===== config.mk =====
export PLATFORM = sky130hd
export DESIGN_NAME = two_square_digraph_cipher
export DESIGN_NICKNAME = d
export VERILOG_FILES = /design/src/hw/rtl/tsdc_pkg.sv /design/src/hw/rtl/tsdc_match.sv /design/src/hw/rtl/tsdc_locate.sv /design/src/hw/rtl/tsdc_select.sv /design/src/hw/rtl/two_square_digraph_cipher.sv
export SDC_FILE = /design/constraint.sdc
export NUM_CORES = 1
export LEC_CHECK = 0
export BUFFER_PORTS_ARGS = -buffer_cell sky130_fd_sc_hd__buf_2
export CAP_MARGIN = 30
export CELL_PAD_IN_SITES_DETAIL_PLACEMENT = 0
export CELL_PAD_IN_SITES_GLOBAL_PLACEMENT = 1
export CORE_MARGIN = 2
export CORE_UTILIZATION = 31
export DETAILED_ROUTE_END_ITERATION = 8
export PLACE_DENSITY = 0.54
export SLEW_MARGIN = 0
export SYNTH_ARGS = -nofsm -noshare
export SYNTH_HDL_FRONTEND = slang
export SYNTH_HIERARCHICAL = 1
export SYNTH_SLANG_ARGS = --single-unit

===== constraint.sdc =====
create_clock -name i_clk -period 3.9 [get_ports i_clk]
set_input_delay 0.78 -clock i_clk [delete_from_list [all_inputs] [get_ports i_clk]]
set_output_delay 0.78 -clock i_clk [all_outputs]
set_load 0.01 [all_outputs]

===== src/hw/rtl/tsdc_pkg.sv =====
`timescale 1ns / 1ps

package tsdc_pkg;

    localparam int SQUARE_SIDE = 5;
    localparam int CELLS       = SQUARE_SIDE * SQUARE_SIDE;
    localparam int LETTER_W    = 5;
    localparam int POS_W       = $clog2(SQUARE_SIDE);
    localparam int CELL_W      = $clog2(CELLS);
    localparam int CFG_W       = 45;
    localparam int CFG_IDX_W   = 3;
    localparam int NUM_LOOKUPS = 4;

    localparam int WORD0_BASE = 0;
    localparam int WORD0_CNT  = 9;
    localparam int WORD1_BASE = 9;
    localparam int WORD1_CNT  = 8;
    localparam int WORD2_BASE = 17;
    localparam int WORD2_CNT  = 8;

    localparam logic [LETTER_W-1:0] CODE_I = 5'd8;
    localparam logic [LETTER_W-1:0] CODE_J = 5'd9;
    localparam logic [LETTER_W-1:0] CODE_X = 5'd23;

    localparam logic CMD_ENCRYPT = 1'b0;
    localparam logic CMD_DECRYPT = 1'b1;

    // Lookup slots: which letter is searched in which square.
    localparam int LK_1A = 0;
    localparam int LK_1B = 1;
    localparam int LK_2A = 2;
    localparam int LK_2B = 3;

    typedef enum logic [CFG_IDX_W-1:0] {
        REG_A0,
        REG_A1,
        REG_A2,
        REG_B0,
        REG_B1,
        REG_B2
    } t_cfg_reg;

    typedef logic [LETTER_W-1:0] t_letter;
    typedef t_letter [CELLS-1:0] t_square;

    typedef struct packed {
        logic             found;
        logic [POS_W-1:0] row;
        logic [POS_W-1:0] col;
    } t_place;

    typedef struct packed {
        logic                                cmd;
        t_letter                             l1;
        t_letter                             l2;
        logic [NUM_LOOKUPS-1:0][CELLS-1:0]   hit;
    } t_match;

    typedef struct packed {
        logic                                             cmd;
        t_letter                                          l1;
        t_letter                                          l2;
        logic [NUM_LOOKUPS-1:0][SQUARE_SIDE-1:0]          row_hit;
        logic [NUM_LOOKUPS-1:0][SQUARE_SIDE-1:0][POS_W-1:0] row_col;
    } t_rows;

    typedef struct packed {
        logic                      cmd;
        t_letter                   l1;
        t_letter                   l2;
        t_place [NUM_LOOKUPS-1:0]  place;
    } t_found;

    typedef struct packed {
        t_letter first;
        t_letter second;
        logic    missing;
    } t_result;

endpackage


===== src/hw/rtl/tsdc_match.sv =====
`timescale 1ns / 1ps

module tsdc_match import tsdc_pkg::*; (
    input  logic    i_clk,
    input  logic    i_rst_n,
    input  logic    i_valid,
    output logic    o_ready,
    input  logic    i_cmd,
    input  t_letter i_l1,
    input  t_letter i_l2,
    input  logic    i_present,
    input  t_square i_sq_a,
    input  t_square i_sq_b,
    output logic    o_valid,
    input  logic    i_ready,
    output t_match  o_data
);

    logic   r_valid;
    t_match r_data;
    t_match n_data;

    function automatic logic [CELLS-1:0] hit_vec(input t_letter letter, input t_square sq);
        logic [CELLS-1:0] v;
        for (int k = 0; k < CELLS; k++) begin
            v[k] = (sq[k] == letter) || ((letter == CODE_J) && (sq[k] == CODE_I));
        end
        return v;
    endfunction

    always_comb begin
        n_data.cmd = i_cmd;
        n_data.l1  = i_l1;
        n_data.l2  = ((i_cmd == CMD_ENCRYPT) && !i_present) ? CODE_X : i_l2;
        n_data.hit[LK_1A] = hit_vec(n_data.l1, i_sq_a);
        n_data.hit[LK_1B] = hit_vec(n_data.l1, i_sq_b);
        n_data.hit[LK_2A] = hit_vec(n_data.l2, i_sq_a);
        n_data.hit[LK_2B] = hit_vec(n_data.l2, i_sq_b);
    end

    assign o_ready = !r_valid || i_ready;

    always_ff @(posedge i_clk) begin
        if (!i_rst_n) begin
            r_valid <= 1'b0;
        end else if (o_ready) begin
            r_valid <= i_valid;
        end
    end

    always_ff @(posedge i_clk) begin
        if (o_ready && i_valid) begin
            r_data <= n_data;
        end
    end

    assign o_valid = r_valid;
    assign o_data  = r_data;

endmodule


===== src/hw/rtl/tsdc_locate.sv =====
`timescale 1ns / 1ps

module tsdc_locate import tsdc_pkg::*; (
    input  logic   i_clk,
    input  logic   i_rst_n,
    input  logic   i_valid,
    output logic   o_ready,
    input  t_match i_data,
    output logic   o_valid,
    input  logic   i_ready,
    output t_found o_data
);

    logic   r_valid_rows;
    t_rows  r_rows;
    t_rows  n_rows;
    logic   r_valid_found;
    t_found r_found;
    t_found n_found;
    logic   rows_ready;

    // Within each row the highest matching column wins.
    always_comb begin
        logic [SQUARE_SIDE-1:0] slice;
        n_rows.cmd = i_data.cmd;
        n_rows.l1  = i_data.l1;
        n_rows.l2  = i_data.l2;
        for (int lk = 0; lk < NUM_LOOKUPS; lk++) begin
            for (int r = 0; r < SQUARE_SIDE; r++) begin
                slice = i_data.hit[lk][r*SQUARE_SIDE +: SQUARE_SIDE];
                n_rows.row_hit[lk][r] = |slice;
                n_rows.row_col[lk][r] = '0;
                for (int c = 0; c < SQUARE_SIDE; c++) begin
                    if (slice[c]) begin
                        n_rows.row_col[lk][r] = POS_W'(c);
                    end
                end
            end
        end
    end

    // The highest matching row wins.
    always_comb begin
        n_found.cmd = r_rows.cmd;
        n_found.l1  = r_rows.l1;
        n_found.l2  = r_rows.l2;
        for (int lk = 0; lk < NUM_LOOKUPS; lk++) begin
            n_found.place[lk] = '0;
            for (int r = 0; r < SQUARE_SIDE; r++) begin
                if (r_rows.row_hit[lk][r]) begin
                    n_found.place[lk].found = 1'b1;
                    n_found.place[lk].row   = POS_W'(r);
                    n_found.place[lk].col   = r_rows.row_col[lk][r];
                end
            end
        end
    end

    assign rows_ready = !r_valid_found || i_ready;
    assign o_ready    = !r_valid_rows || rows_ready;

    always_ff @(posedge i_clk) begin
        if (!i_rst_n) begin
            r_valid_rows  <= 1'b0;
            r_valid_found <= 1'b0;
        end else begin
            if (o_ready) begin
                r_valid_rows <= i_valid;
            end
            if (rows_ready) begin
                r_valid_found <= r_valid_rows;
            end
        end
    end

    always_ff @(posedge i_clk) begin
        if (o_ready && i_valid) begin
            r_rows <= n_rows;
        end
        if (rows_ready && r_valid_rows) begin
            r_found <= n_found;
        end
    end

    assign o_valid = r_valid_found;
    assign o_data  = r_found;

endmodule


===== src/hw/rtl/tsdc_select.sv =====
`timescale 1ns / 1ps

module tsdc_select import tsdc_pkg::*; (
    input  logic    i_clk,
    input  logic    i_rst_n,
    input  logic    i_valid,
    output logic    o_ready,
    input  t_found  i_data,
    input  t_square i_sq_a,
    input  t_square i_sq_b,
    output logic    o_valid,
    input  logic    i_ready,
    output t_result o_data
);

    logic    r_valid;
    t_result r_data;
    t_result n_data;

    function automatic logic [CELL_W-1:0] cell_idx(input logic [POS_W-1:0] row,
                                                  input logic [POS_W-1:0] col);
        return CELL_W'(row) * CELL_W'(SQUARE_SIDE) + CELL_W'(col);
    endfunction

    always_comb begin
        t_place t1;
        t_place t2;
        t_place p1;
        t_place p2;
        if (i_data.cmd == CMD_DECRYPT) begin
            t1 = i_data.place[LK_1B];
            t2 = i_data.place[LK_2A];
        end else begin
            t1 = i_data.place[LK_1A];
            t2 = i_data.place[LK_2B];
        end
        p1 = i_data.place[LK_1A];
        p2 = i_data.place[LK_2B];

        n_data.first   = i_data.l2;
        n_data.second  = i_data.l1;
        n_data.missing = 1'b0;
        if (!(t1.found && t2.found)) begin
            n_data.missing = 1'b1;
        end else if (t1.col == t2.col) begin
            n_data.missing = 1'b0;
        end else if (!(p1.found && p2.found)) begin
            n_data.missing = 1'b1;
        end else begin
            n_data.first  = i_sq_a[cell_idx(p1.row, p2.col)];
            n_data.second = i_sq_b[cell_idx(p2.row, p1.col)];
        end
    end

    assign o_ready = !r_valid || i_ready;

    always_ff @(posedge i_clk) begin
        if (!i_rst_n) begin
            r_valid <= 1'b0;
        end else if (o_ready) begin
            r_valid <= i_valid;
        end
    end

    always_ff @(posedge i_clk) begin
        if (o_ready && i_valid) begin
            r_data <= n_data;
        end
    end

    assign o_valid = r_valid;
    assign o_data  = r_data;

endmodule


===== src/hw/rtl/two_square_digraph_cipher.sv =====
`timescale 1ns / 1ps

// Two-square digraph cipher, one letter pair per item.
// The input channel (i_in_valid, o_in_ready) takes a command, two letter codes
// and a flag telling whether the second letter is present. The output channel
// (o_out_valid, i_out_ready) gives the result pair and a missing-letter flag.
// Both squares are loaded through the write port i_cfg_we, i_cfg_index and
// i_cfg_wdata, three words per square. The user must load them only while no
// item is in flight; the block itself does not enforce this. The pipeline has four
// register stages: letter compare, row scan, row pick, and result select
// into the output register. It accepts a new item every cycle unless stalled.
// Each stage has its own valid bit and takes a new item whenever it is empty
// or its contents move on, so bubbles close up while the receiver stalls and
// the block keeps accepting items until all four stages are full.
// Reset empties the pipeline and clears both squares to zero.

module two_square_digraph_cipher import tsdc_pkg::*; (
    input  logic                 i_clk,
    input  logic                 i_rst_n,
    input  logic                 i_in_valid,
    output logic                 o_in_ready,
    input  logic                 i_command,
    input  logic [4:0]           i_first_letter,
    input  logic [4:0]           i_second_letter,
    input  logic                 i_second_present,
    output logic                 o_out_valid,
    input  logic                 i_out_ready,
    output logic [4:0]           o_out_first,
    output logic [4:0]           o_out_second,
    output logic                 o_letter_missing,
    input  logic                 i_cfg_we,
    input  logic [CFG_IDX_W-1:0] i_cfg_index,
    input  logic [CFG_W-1:0]     i_cfg_wdata
);

    t_square r_sq_a;
    t_square r_sq_b;

    logic    match_valid;
    logic    match_ready;
    t_match  match_data;
    logic    found_valid;
    logic    found_ready;
    t_found  found_data;
    t_result result;

    always_ff @(posedge i_clk) begin
        if (!i_rst_n) begin
            r_sq_a <= '0;
            r_sq_b <= '0;
        end else if (i_cfg_we) begin
            case (i_cfg_index)
                REG_A0: begin
                    for (int k = 0; k < WORD0_CNT; k++) begin
                        r_sq_a[WORD0_BASE + k] <= i_cfg_wdata[LETTER_W*k +: LETTER_W];
                    end
                end
                REG_A1: begin
                    for (int k = 0; k < WORD1_CNT; k++) begin
                        r_sq_a[WORD1_BASE + k] <= i_cfg_wdata[LETTER_W*k +: LETTER_W];
                    end
                end
                REG_A2: begin
                    for (int k = 0; k < WORD2_CNT; k++) begin
                        r_sq_a[WORD2_BASE + k] <= i_cfg_wdata[LETTER_W*k +: LETTER_W];
                    end
                end
                REG_B0: begin
                    for (int k = 0; k < WORD0_CNT; k++) begin
                        r_sq_b[WORD0_BASE + k] <= i_cfg_wdata[LETTER_W*k +: LETTER_W];
                    end
                end
                REG_B1: begin
                    for (int k = 0; k < WORD1_CNT; k++) begin
                        r_sq_b[WORD1_BASE + k] <= i_cfg_wdata[LETTER_W*k +: LETTER_W];
                    end
                end
                REG_B2: begin
                    for (int k = 0; k < WORD2_CNT; k++) begin
                        r_sq_b[WORD2_BASE + k] <= i_cfg_wdata[LETTER_W*k +: LETTER_W];
                    end
                end
                default: begin
                end
            endcase
        end
    end

    tsdc_match u_match (
        .i_clk     (i_clk),
        .i_rst_n   (i_rst_n),
        .i_valid   (i_in_valid),
        .o_ready   (o_in_ready),
        .i_cmd     (i_command),
        .i_l1      (i_first_letter),
        .i_l2      (i_second_letter),
        .i_present (i_second_present),
        .i_sq_a    (r_sq_a),
        .i_sq_b    (r_sq_b),
        .o_valid   (match_valid),
        .i_ready   (match_ready),
        .o_data    (match_data)
    );

    tsdc_locate u_locate (
        .i_clk   (i_clk),
        .i_rst_n (i_rst_n),
        .i_valid (match_valid),
        .o_ready (match_ready),
        .i_data  (match_data),
        .o_valid (found_valid),
        .i_ready (found_ready),
        .o_data  (found_data)
    );

    tsdc_select u_select (
        .i_clk   (i_clk),
        .i_rst_n (i_rst_n),
        .i_valid (found_valid),
        .o_ready (found_ready),
        .i_data  (found_data),
        .i_sq_a  (r_sq_a),
        .i_sq_b  (r_sq_b),
        .o_valid (o_out_valid),
        .i_ready (i_out_ready),
        .o_data  (result)
    );

    assign o_out_first      = result.first;
    assign o_out_second     = result.second;
    assign o_letter_missing = result.missing;

endmodule


==> results.sh <==
export IMPL_overflow=0
export IMPL_timing_reg2reg_setup_slack_ns=0.26
export IMPL_min_path_cells=3
export IMPL_die_h_microns=312.0
export IMPL_first_iter_violations=2487
export IMPL_die_x_microns=312.0
export IMPL_leakage_uw=0.01295
export IMPL_cts_sinks=500
export IMPL_cp_max_fo=10
export IMPL_synth_area_per_cell_sq_um=9.602
export IMPL_peakVddDrop_mv=0.3293
export IMPL_stdcell_count=4411
export IMPL_post_route_cell_area_sq_um=33490
export IMPL_slew_limit_headroom=0.3463
export IMPL_startpoint_type="flip-flop"
export IMPL_place_hpwl_mm=85.27
export IMPL_wl_per_cell_microns=28.99
export IMPL_cap_violations=0
export IMPL_pin_count=78
export IMPL_hold_buffers=0
export IMPL_rows=112
export IMPL_critPathKind="flip-flop to flip-flop"
export IMPL_cts_buffers_inserted=61
export IMPL_fin_crit_ns=3.636
export IMPL_setup_viol=0
export IMPL_syn_inst=3063
export IMPL_final_hold_viol_count=0
export IMPL_post_cts_resized=0
export IMPL_drive_gt1_frac=0.1055
export IMPL_setup_tns_ns=0
export IMPL_final_max_slew_viol_count=0
export IMPL_cts_root_buffer="clkbuf_16"
export IMPL_post_cts_repair_setup_buffers=0
export IMPL_power_density_nw_per_um2=405.2
export IMPL_finalCritPeriodShare=0.9322
export IMPL_cts_tree="done"
export IMPL_htree_levels=2
export IMPL_die_area_sq_um=97360
export IMPL_grt_pass1_vias=23539
export IMPL_syn2layout_area_growth_pct=13.88
export IMPL_cp_data_required_time_ns=4.27
export IMPL_drtPass1Iterations=5
export IMPL_viasPerCell=5.649
export IMPL_endpoint_kind="flip-flop"
export IMPL_clock_fmax_mhz=275.1
export IMPL_hp_class="input pin to flip-flop"
export IMPL_hold_end="r_sq_a[43]$_SDFFE_PN0P_"
export IMPL_place_area_sq_um=31410
export IMPL_fin_skew_ns=0.03983
export IMPL_antenna_left=0
export IMPL_place_gp_congestion=0.8968
export IMPL_reg2regPathDepth=7
export IMPL_worstMarginPinSlew_ns=0.9806
export IMPL_drc=0
export IMPL_start_util=0.3142
export IMPL_syn_nets=3146
export IMPL_status="completed"
export IMPL_rsz0062_at_grt="no"
export IMPL_fp_coreArea_sq_um=93610
export IMPL_rr_startpoint="u_locate/o_data[24]$_SDFFCE_PP0P_"
export IMPL_nNetsFinal=3187
export IMPL_vias=24919
export IMPL_gr_usage_all_layers=0.2560
export IMPL_totalWireLength_mm=127.9
export IMPL_fin_util=0.3578
export IMPL_clockBufferDepth=3
export IMPL_cts_clk_slew_worst_paths_ns=0.06
export IMPL_arrival_ns=4.00
export IMPL_place_inst=4295
export IMPL_netlist_area_sq_um=29410
export IMPL_timing_rr_end="u_select/o_data[3]$_DFFE_PP_"
export IMPL_grt_max_degree=89
export IMPL_port_buffers=77
export IMPL_insertion_delay_ns=0.67
export IMPL_grt_antenna_before_repair=6
export IMPL_yosys_warnings=6
export IMPL_cp_startpoint="u_locate/o_data[24]$_SDFFCE_PP0P_"
export IMPL_grt_pass1_wl_mm=180.2
export IMPL_worstHoldStart="i_cfg_wdata[43]"
## state kept, by name, indices dropped and copies added, names as in the netlist
signal / cells
r_sq_a: 125
r_sq_b: 125
u_match/o_data: 111
u_locate/r_rows: 80
u_locate/o_data: 33
u_locate/n_found: 11
u_select/o_data: 11
u_locate/o_valid: 1
u_locate/r_valid_rows: 1
u_match/o_valid: 1
u_select/o_valid: 1
## critical path, cell delays in order (launching register included)
cell      delay, ns
edfxtp_1       0.41
ha_1           0.33
ha_1           0.31
fa_1           0.87
nor2b_1        0.67
a22oi_1        0.20
a311oi_1       0.40
o21ai_0        0.16
## layout make-up
class | count | area, sq um
diodes | 1 | 2.502
well taps | 1254 | 1569
multi-input cells | 2330 | 15910
repair buffers | 179 | 1341
inverters | 32 | 120.1
clock inverters | 38 | 377.9
flip-flops and latches | 500 | 12470
fillers | 9471 | 60120
clock buffers | 77 | 1700
## layout by cell type, fill, tap and decap left out, types with 54 or more instances in the layout
master	instances
nand3_1	62
nand2_1	526
xor2_1	260
clkbuf_16	64
buf_4	96
nor2_1	81
buf_2	69
nand3b_1	54
xnor2_1	154
o21ai_0	103
edfxtp_1	246
dfxtp_1	254
nor3_1	317
mux2i_1	332
## worst max-delay path by stage
stage,end,slack [ns],cells past startpoint
floorplan,u_locate/n_found[28]$_DFFE_PP_,0.29,4
global placement,u_select/o_data[3]$_DFFE_PP_,0.38,7
CTS,u_select/o_data[2]$_DFFE_PP_,0.40,7
detailed placement,u_select/o_data[2]$_DFFE_PP_,0.41,7
global route,u_select/o_data[2]$_DFFE_PP_,0.19,7
finish,u_select/o_data[3]$_DFFE_PP_,0.26,7
## report_power, final
| group | internal, uW | total, uW | switching, uW |
|---|---|---|---|
| clock | 3480 | 5960 | 2470 |
| sequential | 5690 | 5900 | 214 |
| combinational | 581 | 1710 | 1130 |
## routing by layer
layer / part of all wire / up-vias / track usage
met1: 0.46 / 12383 / 0.3737
met3: 0.083 / 249 / 0.04658
met4: 0.034 / 2 / 0.08676
li1: - / 11123 / -
met5: 0.000055 / - / 0
met2: 0.42 / 1162 / 0.3780
## stage by stage
stage          hold WS (ns)  total power [uW]  setup slack, ns
3_5_place_dp         0.4065              7696           0.4114
2_1_floorplan        0.4003              6961           0.2928
6_report             0.4128             13570           0.2645
4_1_cts              0.3736             13660           0.4021
5_1_grt              0.4132             14000           0.1940
3_3_place_gp         0.4018              7664           0.3799
Power figures use the tool's default switching activity.
